### src/rtl/core/hflc_pkg.sv
// Shared constants, phase codes and byte-matching functions for the HTTP first-line classifier.
`default_nettype none
package hflc_pkg;

	localparam int unsigned METHOD_COUNT = 8;
	localparam int unsigned MIN_LEN      = 18;

	// Parse phase codes
	localparam logic [2:0] PH_IDLE    = 3'd0;
	localparam logic [2:0] PH_METHOD  = 3'd1;
	localparam logic [2:0] PH_SKIP    = 3'd2;
	localparam logic [2:0] PH_SEARCH  = 3'd3;
	localparam logic [2:0] PH_VERSION = 3'd4;
	localparam logic [2:0] PH_MATCH   = 3'd5;
	localparam logic [2:0] PH_FAIL    = 3'd6;

	// Verdict codes
	localparam logic [1:0] VERDICT_NONE     = 2'd0;
	localparam logic [1:0] VERDICT_REQUEST  = 2'd1;
	localparam logic [1:0] VERDICT_RESPONSE = 2'd2;

	localparam logic [7:0] CHAR_SPACE = 8'h20;
	localparam logic [7:0] CHAR_ZERO  = 8'h30;
	localparam logic [7:0] CHAR_ONE   = 8'h31;

	typedef logic [7:0] byte_t;

	// Length of each method name: GET HEAD POST OPTIONS PUT DELETE TRACE CONNECT
	function automatic logic [2:0] name_len(input logic [2:0] idx);
		logic [2:0] len;
		case (idx)
			3'd0: len = 3'd3;
			3'd1: len = 3'd4;
			3'd2: len = 3'd4;
			3'd3: len = 3'd7;
			3'd4: len = 3'd3;
			3'd5: len = 3'd6;
			3'd6: len = 3'd5;
			3'd7: len = 3'd7;
			default: len = 3'd0;
		endcase
		return len;
	endfunction

	// Character of a method name at a position; zero past the end
	function automatic byte_t name_char(input logic [2:0] idx, input logic [2:0] pos);
		logic [55:0] s;
		byte_t       c;
		case (idx)
			3'd0: s = {"GET", 32'h0};
			3'd1: s = {"HEAD", 24'h0};
			3'd2: s = {"POST", 24'h0};
			3'd3: s = "OPTIONS";
			3'd4: s = {"PUT", 32'h0};
			3'd5: s = {"DELETE", 8'h0};
			3'd6: s = {"TRACE", 16'h0};
			3'd7: s = "CONNECT";
			default: s = '0;
		endcase
		c = s[8'd55 - {pos, 3'b000} -: 8];
		return c;
	endfunction

	// Advance the two-way HTTP/1.0 / HTTP/1.1 match by one byte
	function automatic logic [1:0] ver_step(input logic [1:0] alive, input logic [3:0] off,
		input byte_t b);
		logic [55:0] prefix;
		logic [1:0]  keep;
		logic [1:0]  res;
		prefix = "HTTP/1.";
		res    = alive;
		if (off < 4'd7) begin
			if (b != prefix[8'd55 - {off[2:0], 3'b000} -: 8])
				res = 2'b00;
		end else if (off == 4'd7) begin
			keep = {b == CHAR_ONE, b == CHAR_ZERO};
			res  = alive & keep;
		end
		return res;
	endfunction

endpackage
`default_nettype wire

### src/rtl/core/http_first_line_classifier.sv
// Top level of the HTTP first-line classifier: byte register, match logic and verdict register.
//
//  channel  | handshake                   | payload
//  ---------+-----------------------------+----------------------------------
//  byte in  | byte_valid / byte_stall     | data_byte, first_byte, last_byte
//  result   | result_valid / result_stall | verdict, method_code
//
// One payload byte is taken per cycle while byte_stall is low; each beat is held in the byte
// register, and its verdict (on a last byte only) is then loaded into the result register,
// so throughput is one beat a cycle unless a waiting verdict stalls a last byte.
// arst_n clears the valid flags and returns the parser to idle.
// A stalled result holds the byte register only when it carries a last byte;
// other beats keep flowing past a waiting verdict.
`default_nettype none
module http_first_line_classifier
	import hflc_pkg::*;
(
	input  wire logic       clk,
	input  wire logic       arst_n,
	input  wire logic       byte_valid,
	output logic            byte_stall,
	input  wire logic [7:0] data_byte,
	input  wire logic       first_byte,
	input  wire logic       last_byte,
	output logic            result_valid,
	input  wire logic       result_stall,
	output logic [1:0]      verdict,
	output logic [2:0]      method_code
);

	// Byte register
	logic       valid_s1;
	byte_t      data_s1;
	logic       first_s1;
	logic       last_s1;

	// Parser state
	logic [4:0] pos_q;
	logic [7:0] method_alive_q;
	logic [2:0] chosen_q;
	logic [1:0] resp_alive_q;
	logic [2:0] phase_q;
	logic [3:0] voff_q;
	logic [1:0] valive_q;

	// Next state and result of the beat in the byte register
	logic [4:0] pos_d;
	logic [7:0] method_alive_d;
	logic [2:0] chosen_d;
	logic [1:0] resp_alive_d;
	logic [2:0] phase_d;
	logic [3:0] voff_d;
	logic [1:0] valive_d;
	logic       res_fire;
	logic [1:0] res_verdict;
	logic [2:0] res_method;

	// Result register
	logic       res_valid_q;
	logic [1:0] verdict_q;
	logic [2:0] method_q;

	logic       out_free;
	logic       advance;
	logic       accept;

	// Move the byte on unless it carries a verdict that has nowhere to go
	assign out_free   = !res_valid_q || !result_stall;
	assign advance    = valid_s1 && (!last_s1 || out_free);
	assign byte_stall = valid_s1 && !advance;
	assign accept     = byte_valid && !byte_stall;

	always_ff @(posedge clk or negedge arst_n) begin
		if (!arst_n) begin
			valid_s1 <= 1'b0;
		end else if (accept) begin
			valid_s1 <= 1'b1;
		end else if (advance) begin
			valid_s1 <= 1'b0;
		end
	end

	always_ff @(posedge clk) begin
		if (accept) begin
			data_s1  <= data_byte;
			first_s1 <= first_byte;
			last_s1  <= last_byte;
		end
	end

	// Per-byte parse: method names, skip byte, space search, version compare
	always_comb begin
		logic [4:0] cur_pos;
		logic [2:0] len;
		logic [7:0] bit_mask;
		pos_d          = pos_q;
		method_alive_d = method_alive_q;
		chosen_d       = chosen_q;
		resp_alive_d   = resp_alive_q;
		phase_d        = phase_q;
		voff_d         = voff_q;
		valive_d       = valive_q;
		res_fire       = 1'b0;
		res_verdict    = VERDICT_NONE;
		res_method     = 3'd0;
		cur_pos        = pos_q;
		len            = 3'd0;
		bit_mask       = 8'd0;

		// First byte restarts classification, even mid payload
		if (first_s1) begin
			pos_d          = 5'd0;
			method_alive_d = 8'hFF;
			chosen_d       = 3'd0;
			resp_alive_d   = 2'b11;
			phase_d        = PH_METHOD;
			voff_d         = 4'd0;
			valive_d       = 2'b00;
		end

		if (phase_d == PH_IDLE) begin
			// Byte outside any payload: drop it, but answer a stray last byte
			res_fire = last_s1;
		end else begin
			cur_pos = pos_d;

			// Response signature sits in the first eight bytes
			if (cur_pos < 5'd8)
				resp_alive_d = ver_step(resp_alive_d, {1'b0, cur_pos[2:0]}, data_s1);

			case (phase_d)
				PH_METHOD: begin
					for (int i = 0; i < METHOD_COUNT; i++) begin
						len      = name_len(3'(i));
						bit_mask = 8'(1) << i;
						if (method_alive_d[i] && cur_pos < 5'(len)) begin
							if (data_s1 != name_char(3'(i), cur_pos[2:0])) begin
								method_alive_d = method_alive_d & ~bit_mask;
							end else if (cur_pos + 5'd1 == 5'(len)) begin
								chosen_d = 3'(i);
								phase_d  = PH_SKIP;
							end
						end
					end
					if (phase_d == PH_METHOD && method_alive_d == 8'd0)
						phase_d = PH_FAIL;
				end
				PH_SKIP: begin
					phase_d = PH_SEARCH;
				end
				PH_SEARCH: begin
					if (data_s1 == CHAR_SPACE) begin
						phase_d  = PH_VERSION;
						voff_d   = 4'd0;
						valive_d = 2'b11;
					end
				end
				PH_VERSION: begin
					valive_d = ver_step(valive_d, voff_d, data_s1);
					if (valive_d == 2'b00)
						phase_d = PH_FAIL;
					else if (voff_d >= 4'd7)
						phase_d = PH_MATCH;
					voff_d = voff_d + 4'd1;
				end
				default: begin
				end
			endcase

			// Saturate the position at its top value
			if (pos_d != 5'd31)
				pos_d = pos_d + 5'd1;

			if (last_s1) begin
				res_fire = 1'b1;
				if (cur_pos >= 5'(MIN_LEN - 1)) begin
					if (phase_d == PH_MATCH) begin
						res_verdict = VERDICT_REQUEST;
						res_method  = chosen_d;
					end else if (resp_alive_d != 2'b00) begin
						res_verdict = VERDICT_RESPONSE;
					end
				end
				phase_d = PH_IDLE;
			end
		end
	end

	always_ff @(posedge clk or negedge arst_n) begin
		if (!arst_n) begin
			pos_q          <= 5'd0;
			method_alive_q <= 8'd0;
			chosen_q       <= 3'd0;
			resp_alive_q   <= 2'b00;
			phase_q        <= PH_IDLE;
			voff_q         <= 4'd0;
			valive_q       <= 2'b00;
		end else if (advance) begin
			pos_q          <= pos_d;
			method_alive_q <= method_alive_d;
			chosen_q       <= chosen_d;
			resp_alive_q   <= resp_alive_d;
			phase_q        <= phase_d;
			voff_q         <= voff_d;
			valive_q       <= valive_d;
		end
	end

	// Result register: load a verdict, drop it once taken
	always_ff @(posedge clk or negedge arst_n) begin
		if (!arst_n) begin
			res_valid_q <= 1'b0;
		end else if (advance && res_fire) begin
			res_valid_q <= 1'b1;
		end else if (!result_stall) begin
			res_valid_q <= 1'b0;
		end
	end

	always_ff @(posedge clk) begin
		if (advance && res_fire) begin
			verdict_q <= res_verdict;
			method_q  <= res_method;
		end
	end

	assign result_valid = res_valid_q;
	assign verdict      = verdict_q;
	assign method_code  = method_q;

endmodule
`default_nettype wire
### config.mk
export PLATFORM = sky130hd
export DESIGN_NAME = http_first_line_classifier
export DESIGN_NICKNAME = d
export VERILOG_FILES = /design/src/rtl/core/hflc_pkg.sv /design/src/rtl/core/http_first_line_classifier.sv
export SDC_FILE = /design/constraint.sdc
export NUM_CORES = 1
export LEC_CHECK = 0
export BUFFER_PORTS_ARGS = -buffer_cell sky130_fd_sc_hd__clkbuf_2
export CORE_MARGIN = 4
export CORE_UTILIZATION = 45
export DETAILED_ROUTE_END_ITERATION = 6
export PLACE_DENSITY = 0.71
export SYNTH_ARGS = -nofsm -noshare
export SYNTH_HDL_FRONTEND = slang
export SYNTH_SLANG_ARGS = --single-unit
### constraint.sdc
create_clock -name clk -period 6.1 [get_ports clk]
set_input_delay 0.61 -clock clk [delete_from_list [all_inputs] [get_ports clk]]
set_output_delay 0.61 -clock clk [all_outputs]
set_load 0.01 [all_outputs]
### Word level (Yosys, flattened, before mapping)

Index checks and enable logic that the tools add are counted.

* output and inout port bits: 7
* flip-flop bits (word level): 44
* word-level logic and storage cells: 269
* input port bits: 14

* magnitude comparators: 10
* add/subtract/negate cells: 4
* shift-type cells: 10
* bitwise operators: 5
* equality and inequality tests: 28
* mux-type cells: 169
* reductions and logical operators: 28

Operator list (number)
* 56-bit two-way mux: 24
* 63-bit by 9-bit indexed part select with 8-bit output: 8
* 3-bit two-way mux: 80
* 8-bit two-way mux: 21
* 63-bit by 9-bit indexed part select with 8-bit output (first input constant): 2
* 8-bit != test: 10
* 2-bit two-way mux: 18
* 5-bit by 3-bit equality test with 1-bit output: 5
* 5-bit by 3-bit < comparator with 1-bit output: 5
* 5-bit two-way mux: 5
* 8-bit by 6-bit equality test with 1-bit output (second input constant): 3
* 4-bit two-way mux: 5
* 7-bit two-way mux: 2
* 6-bit by 6-bit subtractor with 7-bit output (first input constant): 2
* 1-bit logical AND: 13
* 6-bit two-way mux: 2
* 3-bit one-hot mux with 4 select lines: 1
* 3-bit equality test (second input constant): 3
* 1-bit two-way mux: 9
* 8-bit logical NOT: 1
* 4-bit one-hot mux with 2 select lines: 1
* 4-bit OR reduction: 2
* 3-bit by 1-bit equality test with 1-bit output (second input constant): 2
* 3-bit by 2-bit equality test with 1-bit output (second input constant): 2
* other kinds (19): 28

### Depth between registers and ports, before layout

Gate-level depths: netlist of the first run.

* depth after elaboration: 93
* gate-level depth with buffers: 17
* gate-level depth less buffers: 13

### Worst setup path before layout of the first run

OpenSTA, ideal clock, no wires.

* path kind: register to register
* start: register first_s1
* end: register verdict_q[1], in the netlist verdict[1], data pin
* period minus slack after synthesis: 3938 ps
* arrival time: 3684 ps
* cell stages (with the launch flop): 17
* slack: 2162 ps
* buffers on the path: 5
* setup time: 254 ps
* required time: 5846 ps
* path through: edfxtp_1 clkbuf_1 buf_2 buf_2 buf_1 clkbuf_1 nor2b_1 ha_1 and2_1 o32a_1 o32ai_1 xor2_1 a311oi_1 o31a_1 nor3_2 nand2b_1 o21a_1

* cells in the longest elaborated chain, start to end: 43
* elaborated cells on any way between the ends: 148
* those cells by class: 3 x add/sub; 10 x order compare; 23 x eq/ne; 10 x shift; 85 x mux; 3 x bitwise; 14 x reduce/logical

Ends and longest elaborated chain
* from (decl): RTL line http_first_line_classifier.sv:34 `logic first_s1;`
* from (signal assigned): RTL line http_first_line_classifier.sv:86 `first_s1 <= first_byte;`
* 5-bit two-way mux: RTL line http_first_line_classifier.sv:111 `if (first_s1) begin`
* 6-bit by 6-bit subtractor with 7-bit output: RTL line hflc_pkg.sv:60, hflc_pkg.sv:73
* 63-bit by 9-bit indexed part select with 8-bit output: RTL line hflc_pkg.sv:60 `c = s[8'd55 - {pos, 3'b000} -: 8];`
* 8-bit != test: RTL line http_first_line_classifier.sv:137 `if (data_s1 != name_char(3'(i), cur_pos[2:0])) begin`
* 1-bit two-way mux: RTL line http_first_line_classifier.sv:137
* 1-bit two-way mux: RTL line http_first_line_classifier.sv:136 `if (method_alive_d[i] && cur_pos < 5'(len)) begin`
* 8-bit two-way mux: RTL line http_first_line_classifier.sv:131 `case (phase_d)`
* 8-bit two-way mux: RTL line http_first_line_classifier.sv:121 `if (phase_d == PH_IDLE) begin`
* (+27 left out)
* 8-bit two-way mux: RTL line http_first_line_classifier.sv:121
* 8-bit logical NOT: RTL line http_first_line_classifier.sv:145 `if (phase_d == PH_METHOD && method_alive_d == 8'd0)`
* 1-bit logical AND: RTL line http_first_line_classifier.sv:145
* 3-bit two-way mux: RTL line http_first_line_classifier.sv:145
* 3-bit one-hot mux with 4 select lines: RTL line http_first_line_classifier.sv:131
* 3-bit two-way mux: RTL line http_first_line_classifier.sv:121
* 3-bit equality test: RTL line http_first_line_classifier.sv:177 `if (phase_d == PH_MATCH) begin`
* 4-bit OR reduction (no line)
* to (signal assigned): RTL line http_first_line_classifier.sv:222 `verdict_q <= res_verdict;`
* to (decl): RTL line http_first_line_classifier.sv:60 `logic [1:0] verdict_q;`

Several ways; a longest one is shown, not always the timed one. The select of a mux whose other input is x is not followed.
A chain may end at the register's enable or synchronous reset.

### Final worst setup path of the first run

* start: register first_s1
* end: register method_q[2], in the netlist method_code[2], data pin

* cells in the longest elaborated chain, start to end: 44
* elaborated cells on any way between the ends: 164
* those cells by class: 3 x add/sub; 8 x order compare; 21 x eq/ne; 9 x shift; 107 x mux; 3 x bitwise; 13 x reduce/logical

Ends and longest elaborated chain
* 5-bit two-way mux: RTL line http_first_line_classifier.sv:111
* 6-bit by 6-bit subtractor with 7-bit output: RTL line hflc_pkg.sv:60
* 63-bit by 9-bit indexed part select with 8-bit output: RTL line hflc_pkg.sv:60
* 8-bit != test: RTL line http_first_line_classifier.sv:137
* 1-bit two-way mux: RTL line http_first_line_classifier.sv:137
* 1-bit two-way mux: RTL line http_first_line_classifier.sv:136
* 8-bit two-way mux: RTL line http_first_line_classifier.sv:131
* 8-bit two-way mux: RTL line http_first_line_classifier.sv:121
* (+28 left out)
* 8-bit logical NOT: RTL line http_first_line_classifier.sv:145
* 1-bit logical AND: RTL line http_first_line_classifier.sv:145
* 3-bit two-way mux: RTL line http_first_line_classifier.sv:145
* 3-bit one-hot mux with 4 select lines: RTL line http_first_line_classifier.sv:131
* 3-bit two-way mux: RTL line http_first_line_classifier.sv:121
* 3-bit equality test: RTL line http_first_line_classifier.sv:177
* 1-bit NOT (no line)
* 4-bit OR reduction (no line)
* to (signal assigned): RTL line http_first_line_classifier.sv:223 `method_q <= res_method;`
* to (decl): RTL line http_first_line_classifier.sv:61 `logic [2:0] method_q;`

Several ways; a longest one is shown, not always the timed one. The select of a mux whose other input is x is not followed.

==> summary.txt, run 1 <==
outcome: complete, no violations
DRC viols: 0
nets: 528
syn_nets: 534
GR Util All Layers: 23.2%
clock sinks: 44
worst min path class: in2async
First-pass DRT Iterations: 5
Rows: 34
initial antenna violation count: 0
pin count of the biggest net entering global routing: 33
#FFs+latches synth: 44
Die Span X: 103 µm
Routed Wire Length: 12.2 mm
CTS Hold Bufs: 0
Critical Path AT: 4830 ps
mean post-synth cell area: 7.95 µm²
Initial Util: 46.4%
post-route ant nets: 0
power per cell area: 333 nW/µm²
ant diodes: 0
yosys synthesis warning count: 0
CTS tree: done
CP Launch Type: flip-flop
Seq/Total Area, Yosys: 28.9%
Mapped Cells: 511
final worst slack: 1340 ps
core box area: 8760 µm²
clock latency on the worst-skew pair: 310 ps
CTS clk-pin slew, worst paths: 100 ps
Hold Vio Cnt, Final: 0
H-tree depth: 2
total negative slack: 0 ps
die footprint: 10600 µm²
unrepaired setup endpoints after global routing: false
DP Wirelength: 8.92 mm
CTS resizes: 0
kind of critical path: reg2reg
Layout area overhead: 5.39%
routed via count: 4046
CTS buffer count: 5
chip height: 103 µm
top_reg_cell synth: dfrtp_1
clock skew: 9.59 ps
Max transition margin: 35.9%
max-slew violations: 0
initial DRC count: 464
number of distinct library cells after synthesis: 79
slew at the pin closest to its max-slew limit: 962 ps
wire per inst: 19.8 µm
Vias/cell: 6.59
Max FO, Critical Path: 32
Max Cap Viol: 0
Worst VDD drop: 117 µV
Final setup viols: 0
P_leak: 1.70 nW
WP data required: 6160 ps
Post CTS Setup Buffer Count: 0
Final period util: 78.1%
share of layout cells above drive strength 1: 9.09%
Final min period: 4760 ps
Placement Setup Slack: 1470 ps
Root Buffer: clkbuf_8
grt total ovfl: 0
io pins: 21
Max Freq: 210 MHz
input/output buffers: 20
mapped cell area: 4060 µm²
RePlAce Congestion: 0.985
vias in the first global route: 3780
EDFF count, synth: 15
asr flop ratio synth: 65.9%
clock buffer depth: 2
Crit. End Element: flip-flop
first-pass GRT wire length: 19.3 mm
## critical path, stage by stage, from the launching register on
cell and delay [ps]:
edfxtp_1 350, buf_4 260, nand2b_1 180, inv_2 110, ha_1 240, ha_1 920
nand2_1 280, a21oi_1 280, nor3_1 70, nor4_1 610, nand4_1 290, and4_1 320
a31o_1 260, a22oi_4 260, nor3_1 90
## through the flow
step	instance area [µm²]	hold WS [ps]	instances	power, mW	util, %
4_1_cts	4280	362	614	1.41	48.9
3_3_place_gp	4170	492	606	1.16	47.5
2_1_floorplan	4060	314	511	0.999	-
5_1_grt	4280	404	614	1.52	48.9
3_5_place_dp	4170	498	606	1.17	47.5
6_report	4280	339	614	1.43	48.9
## synth_stat cells, types with 3 or more instances
cell type | instances | area share, %
a211oi_1 | 3 | 0.55
a211o_1 | 5 | 1.1
mux2i_1 | 4 | 0.99
or3_1 | 7 | 1.1
a21o_1 | 6 | 1.1
inv_1 | 15 | 1.4
xnor2_1 | 18 | 3.9
xor2_1 | 8 | 1.7
a221oi_1 | 3 | 0.65
a21oi_1 | 25 | 3.1
o32a_1 | 8 | 2.0
o31ai_1 | 4 | 0.74
buf_2 | 12 | 1.5
o21ai_0 | 29 | 3.6
nand2b_1 | 10 | 1.5
o31a_1 | 3 | 0.65
and3_1 | 6 | 0.92
or4_1 | 5 | 0.92
nand4_1 | 14 | 2.2
a31oi_1 | 5 | 0.77
and4_1 | 4 | 0.86
ha_1 | 9 | 2.8
nor3b_1 | 5 | 0.92
o22a_1 | 5 | 1.1
and2_1 | 8 | 1.2
buf_1 | 3 | 0.28
a41oi_1 | 3 | 0.65
a32o_1 | 6 | 1.5
nor2b_1 | 12 | 1.8
nor3_1 | 18 | 2.2
edfxtp_1 | 15 | 11
and4b_1 | 3 | 0.74
dfrtp_1 | 29 | 18
clkbuf_1 | 20 | 1.8
nand3_1 | 11 | 1.4
nor2_1 | 59 | 5.5
nor4_1 | 7 | 1.1
nand2_1 | 39 | 3.6
o21ai_1 | 5 | 0.62
o211ai_1 | 4 | 0.74
o22ai_1 | 5 | 0.77
## final cells by class
class	instances	area [µm²]
clock buffers	5	68.8
clock inverters	3	46.3
fillers	848	4480
inverters	18	67.6
multi-input cells	412	2660
flip-flops and latches	44	1180
well taps	108	135
repair buffers	24	130
## kinds of logic (layout without fill, tap and decap cells)
| family | after synthesis | after routing | synth area share (%) |
|---|---|---|---|
| simple gates | 221 | 221 | 29.0 |
| compound gates | 151 | 151 | 26.8 |
| buf+inv | 55 | 50 | 5.64 |
| flops | 44 | 44 | 28.9 |
| xor+xnor | 26 | 26 | 5.61 |
| fa+ha+maj | 9 | 9 | 2.77 |
| mux | 5 | 5 | 1.26 |
## cells in the final DEF (no fill, tap or decap), types with 4 or more instances in the layout
cell type / count
nor2_1: 59
nand2b_1: 10
nor3_1: 18
buf_4: 4
dfrtp_1: 29
nand2_1: 39
a21o_1: 6
clkbuf_8: 5
mux2i_1: 4
and4_1: 4
nor2b_1: 12
a32o_1: 6
clkbuf_2: 20
a21oi_1: 25
o31ai_1: 4
a31oi_1: 5
or4_1: 5
nor3b_1: 5
inv_1: 15
nand3_1: 11
o21ai_1: 5
o21ai_0: 29
and3_1: 6
xnor2_1: 18
xor2_1: 8
o22a_1: 5
o32a_1: 8
nor4_1: 7
edfxtp_1: 15
o211ai_1: 4
and2_1: 8
a211o_1: 5
ha_1: 9
nand4_1: 14
or3_1: 7
o22ai_1: 5
## sequential cells by signal (all words and copies together), names as in the netlist
signal / count
pos_q: 5
resp_alive_q: 2
phase_q: 3
data_s1: 8
verdict: 2
voff_q: 4
method_alive_q: 8
result_valid: 1
chosen_q: 3
last_s1: 1
method_code: 3
valive_q: 2
valid_s1: 1
first_s1: 1
## worst paths after layout
kind	from	end	slack, ps	depth (start not counted)
setup / recovery	first_s1	method_code[2]	1340	14
hold / removal	arst_n	voff_q[0]	340	1
setup reg to reg	first_s1	method_code[2]	1340	14
hold reg to reg	voff_q[3]	voff_q[3]	520	1
max in group asynchronous	arst_n	chosen_q[2]	5270	1
min in group clk	data_byte[5]	data_s1[5]	470	1
## layer usage
metal | vias up | GRT usage (%) | routed length (µm)
li1 | 1892 | - | -
met1 | 1910 | 32.0 | 5320
met2 | 206 | 35.5 | 5490
met3 | 38 | 4.33 | 888
met4 | 0 | 9.86 | 465
met5 | - | 0 | 0
## report_power, final
group          switching [mW]  leakage, nW  internal [mW]
registers               0.109        0.515          0.366
clock network           0.116       0.0548          0.124
logic                   0.434         1.13          0.278
Power figures use the tool's default switching activity.
==> inputs of run 2 (changes only) <==
ABC_AREA = 1   (was not set)
clock period = 4.9 ns   (was 6.1 ns; I/O delays follow)
==> run 2 against run 1 <==
  * Clock power is 24% higher
  * Largest cell class unchanged
  * Sequential share of layout area grew 0.47 points
  * Critical endpoint is now method_code[1]
  * Critical path type unchanged
  * Fmax grew 15%
  * Highest routed layer unchanged
  * Largest power group unchanged
  * Utilization shrank 0.34 points
==> summary.txt, run 2 <==
Post CTS Setup Buffer Count: 0 (unchanged)
CP max stage delay: 700 ps (-220 ps)
outcome: complete, no violations
CTS buffer count: 5 (unchanged)
biggest regs: data_s1: 8 flops, method_alive_q: 8 flops, pos_q: 5 flops
syn_nets: 647 (+21%)
fin area: 4210 µm² (-1.7%)
nets: 655 (+24%)
sequence of cells on the critical path: nor2_1, ha_1, ha_1, inv_2, nand2_1, nand2_1, inv_1, nand2_1, nand2_1, nand3_1, nor2_1, nand2_1, nand2_1, nand2_1, and2_1, nand3_1, nand2_1, nand2_1, nand2_1, nor2_2, nand3_2, nor2_1
EDFF count, synth: 15 (unchanged)
first-pass GRT wire length: 19.4 mm (+0.47%)
grt total ovfl: 0 (unchanged)
initial DRC count: 424 (-8.6%)
Placement Setup Slack: 892 ps (-575 ps)
r2r setup slk: 770 ps (-560 ps)
Max transition margin: 35.6% (-0.27 points)
CTS clk-pin slew, worst paths: 110 ps (about the same)
CP Launch Type: flip-flop
share of layout cells above drive strength 1: 9.64% (+0.55 points)
clock latency on the worst-skew pair: 310 ps (about the same)
asr flop ratio synth: 65.9% (unchanged)
clock buffer depth: 2 (unchanged)
Min Hold Slack: 221 ps (-117 ps)
CTS Hold Bufs: 0 (unchanged)
clock skew: 21.8 ps (+12.2 ps)
Hold Vio Cnt, Final: 0 (unchanged)
chip height: 102 µm (-0.97%)
Max FO, Critical Path: 18 (-44%)
Combinational Power Share: 50.0% (about the same)
top_reg_cell synth: dfrtp_1
CTS resizes: 0 (unchanged)
DRC viols: 0 (unchanged)
Clock power frac: 18.0% (+1.2 points)
Non-Filler Instances: 741 (+21%)
reg2reg end: method_code[1]
Initial Util: 45.8% (-0.53 points)
core box area: 8680 µm² (-0.97%)
post-layout total power: 1.65 mW (+16%)
Die Span X: 102 µm (-0.97%)
slowest CP cell: edfxtp_1
r2r startpoint: first_s1
io pins: 21 (unchanged)
leading post-synthesis cells by cell area: dfrtp_1 (18%), nand2_1 (17%), edfxtp_1 (11%), nand3_1 (9.2%), inv_1 (7.2%)
Reg power frac: 32.0% (-1.3 points)
First-pass DRT Iterations: 5 (unchanged)
most common cell after layout, fill and taps aside: nand2_1
Max Freq: 242 MHz (+15%)
Vias/cell: 5.81 (-12%)
Worst VDD drop: 180 µV (+54%)
P_leak: 2.15 nW (+26%)
Root Buffer: clkbuf_8
switching pwr: 0.784 mW (+19%)
Critical Path AT: 4290 ps (-540 ps)
final worst slack: 772 ps (-564 ps)
H-tree depth: 2 (unchanged)
DP Wirelength: 9.21 mm (+3.3%)
routed via count: 4308 (+6.5%)
clock sinks: 44 (unchanged)
kind of critical path: reg2reg
Mapped Cells: 624 (+22%)
Placed Instance Area: 4100 µm² (-1.7%)
WP data required: 5070 ps (-1090 ps)
mapped cell area: 3980 µm² (-2.1%)
CP most frequent cell: nand2_1
P_int: 0.871 mW (+13%)
Sw Share: 47.4% (+1.2 points)
Crit. End Element: flip-flop
Buf/Inv on CP: 2 (unchanged)
share of the synthesized area in the top cell type: 18.2% (+0.38 points)
Final period util: 84.2% (+6.1 points)
GR Util All Layers: 23.6% (+0.37 points)
pin count of the biggest net entering global routing: 30 (-9.1%)
Final setup viols: 0 (unchanged)
power per cell area: 393 nW/µm² (+18%)
WP depth: 22 (+8)
CP top delay family: simple AND/OR/NAND/NOR gates
wire per inst: 16.3 µm (-18%)
CTS tree: done
Final Util: 48.5% (-0.34 points)
top cells by count, synth: nand2_1 (180), inv_1 (76), nand3_1 (73), nor2_1 (69), dfrtp_1 (29)
RePlAce Congestion: 1.00 (+1.6%)
slew at the pin closest to its max-slew limit: 959 ps (-3.25 ps)
Rows: 34 (unchanged)
Final min period: 4130 ps (-636 ps)
most frequent cells in the layout: nand2_1 (180), inv_1 (76), nand3_1 (73), nor2_1 (69), dfrtp_1 (29)
top-count cell post-synth: nand2_1
ant diodes: 0 (unchanged)
Routed Wire Length: 12.1 mm (-0.86%)
Placed Cells: 733 (+21%)
Layout area overhead: 5.85%
unrepaired setup endpoints after global routing: false
#FFs+latches synth: 44 (unchanged)
Seq/Total Area, Yosys: 29.6% (+0.62 points)
mean post-synth cell area: 6.37 µm² (-20%)
yosys synthesis warning count: 0 (unchanged)
input/output buffers: 20 (unchanged)
worst min path class: in2async
max-slew violations: 0 (unchanged)
die footprint: 10400 µm² (-1.9%)
Critical Path Source: first_s1
total negative slack: 0 ps (unchanged)
reg2reg path depth: 22 (+8)
initial antenna violation count: 0 (unchanged)
Max Cap Viol: 0 (unchanged)
cell taking the most area after synthesis: dfrtp_1
number of distinct library cells after synthesis: 44 (-44%)
vias in the first global route: 3808 (+0.74%)
post-route ant nets: 0 (unchanged)
[run 2: cell count changes after synthesis, moves of 12 or more]
cell      before  now
clkbuf_1      20    5
nand2_1       39  180
inv_1         15   76
nor2b_1       12    0
xnor2_1       18    0
nand3_1       11   73
[run 2: routing by layer]
layer | global-route usage [%] | wire [µm] | vias to the layer above
met5 | 0 | 0 | -
met4 | 7.27 | 311 | 0
met3 | 3.34 | 1040 | 32
met2 | 35.9 | 5250 | 228
met1 | 34.5 | 5450 | 1981
li1 | - | - | 2067
[run 2: power by group through the flow]
stage                     sequential (mW)  clock [mW]  combinational [mW]
after floorplan                     0.506           0               0.648
after global placement              0.534           0               0.797
after detailed placement            0.535           0               0.805
after CTS                           0.527       0.301               0.809
after global routing                0.540       0.316               0.927
final                               0.530       0.297               0.828
[run 2: worst reg2reg max path, delay by kind of cell, from the launching register on]
family                   cells  cell delay, ps
adder cells (fa/ha/maj)      2             860
AND/OR/NAND/NOR             18            1990
buffers and inverters        2             450
flip-flops                   1             700
[run 2: worst max path at each step]
stage,to,slack (ps)
after floorplan,method_code[0],1760
after global placement,method_code[0],980
after detailed placement,method_code[0],890
after CTS,method_code[0],860
after global routing,method_code[0],420
final,method_code[1],770
[run 2: layout make-up]
| cell class | count | area (µm²) |
|---|---|---|
| clock buffer | 5 | 68.8 |
| multi-input combinational | 477 | 2360 |
| clock inverter | 3 | 45.0 |
| fill | 909 | 4470 |
| timing repair buffer | 22 | 115 |
| tap | 108 | 135 |
| sequential | 44 | 1180 |
| inverter | 82 | 313 |
[run 2: logic make-up after synthesis]
logic type | Yosys count | synth area share (%)
simple gates | 377 | 42.2
buf+inv | 103 | 11.2
compound gates | 81 | 12.0
flops | 44 | 29.6
xor+xnor | 10 | 2.20
fa+ha+maj | 9 | 2.83
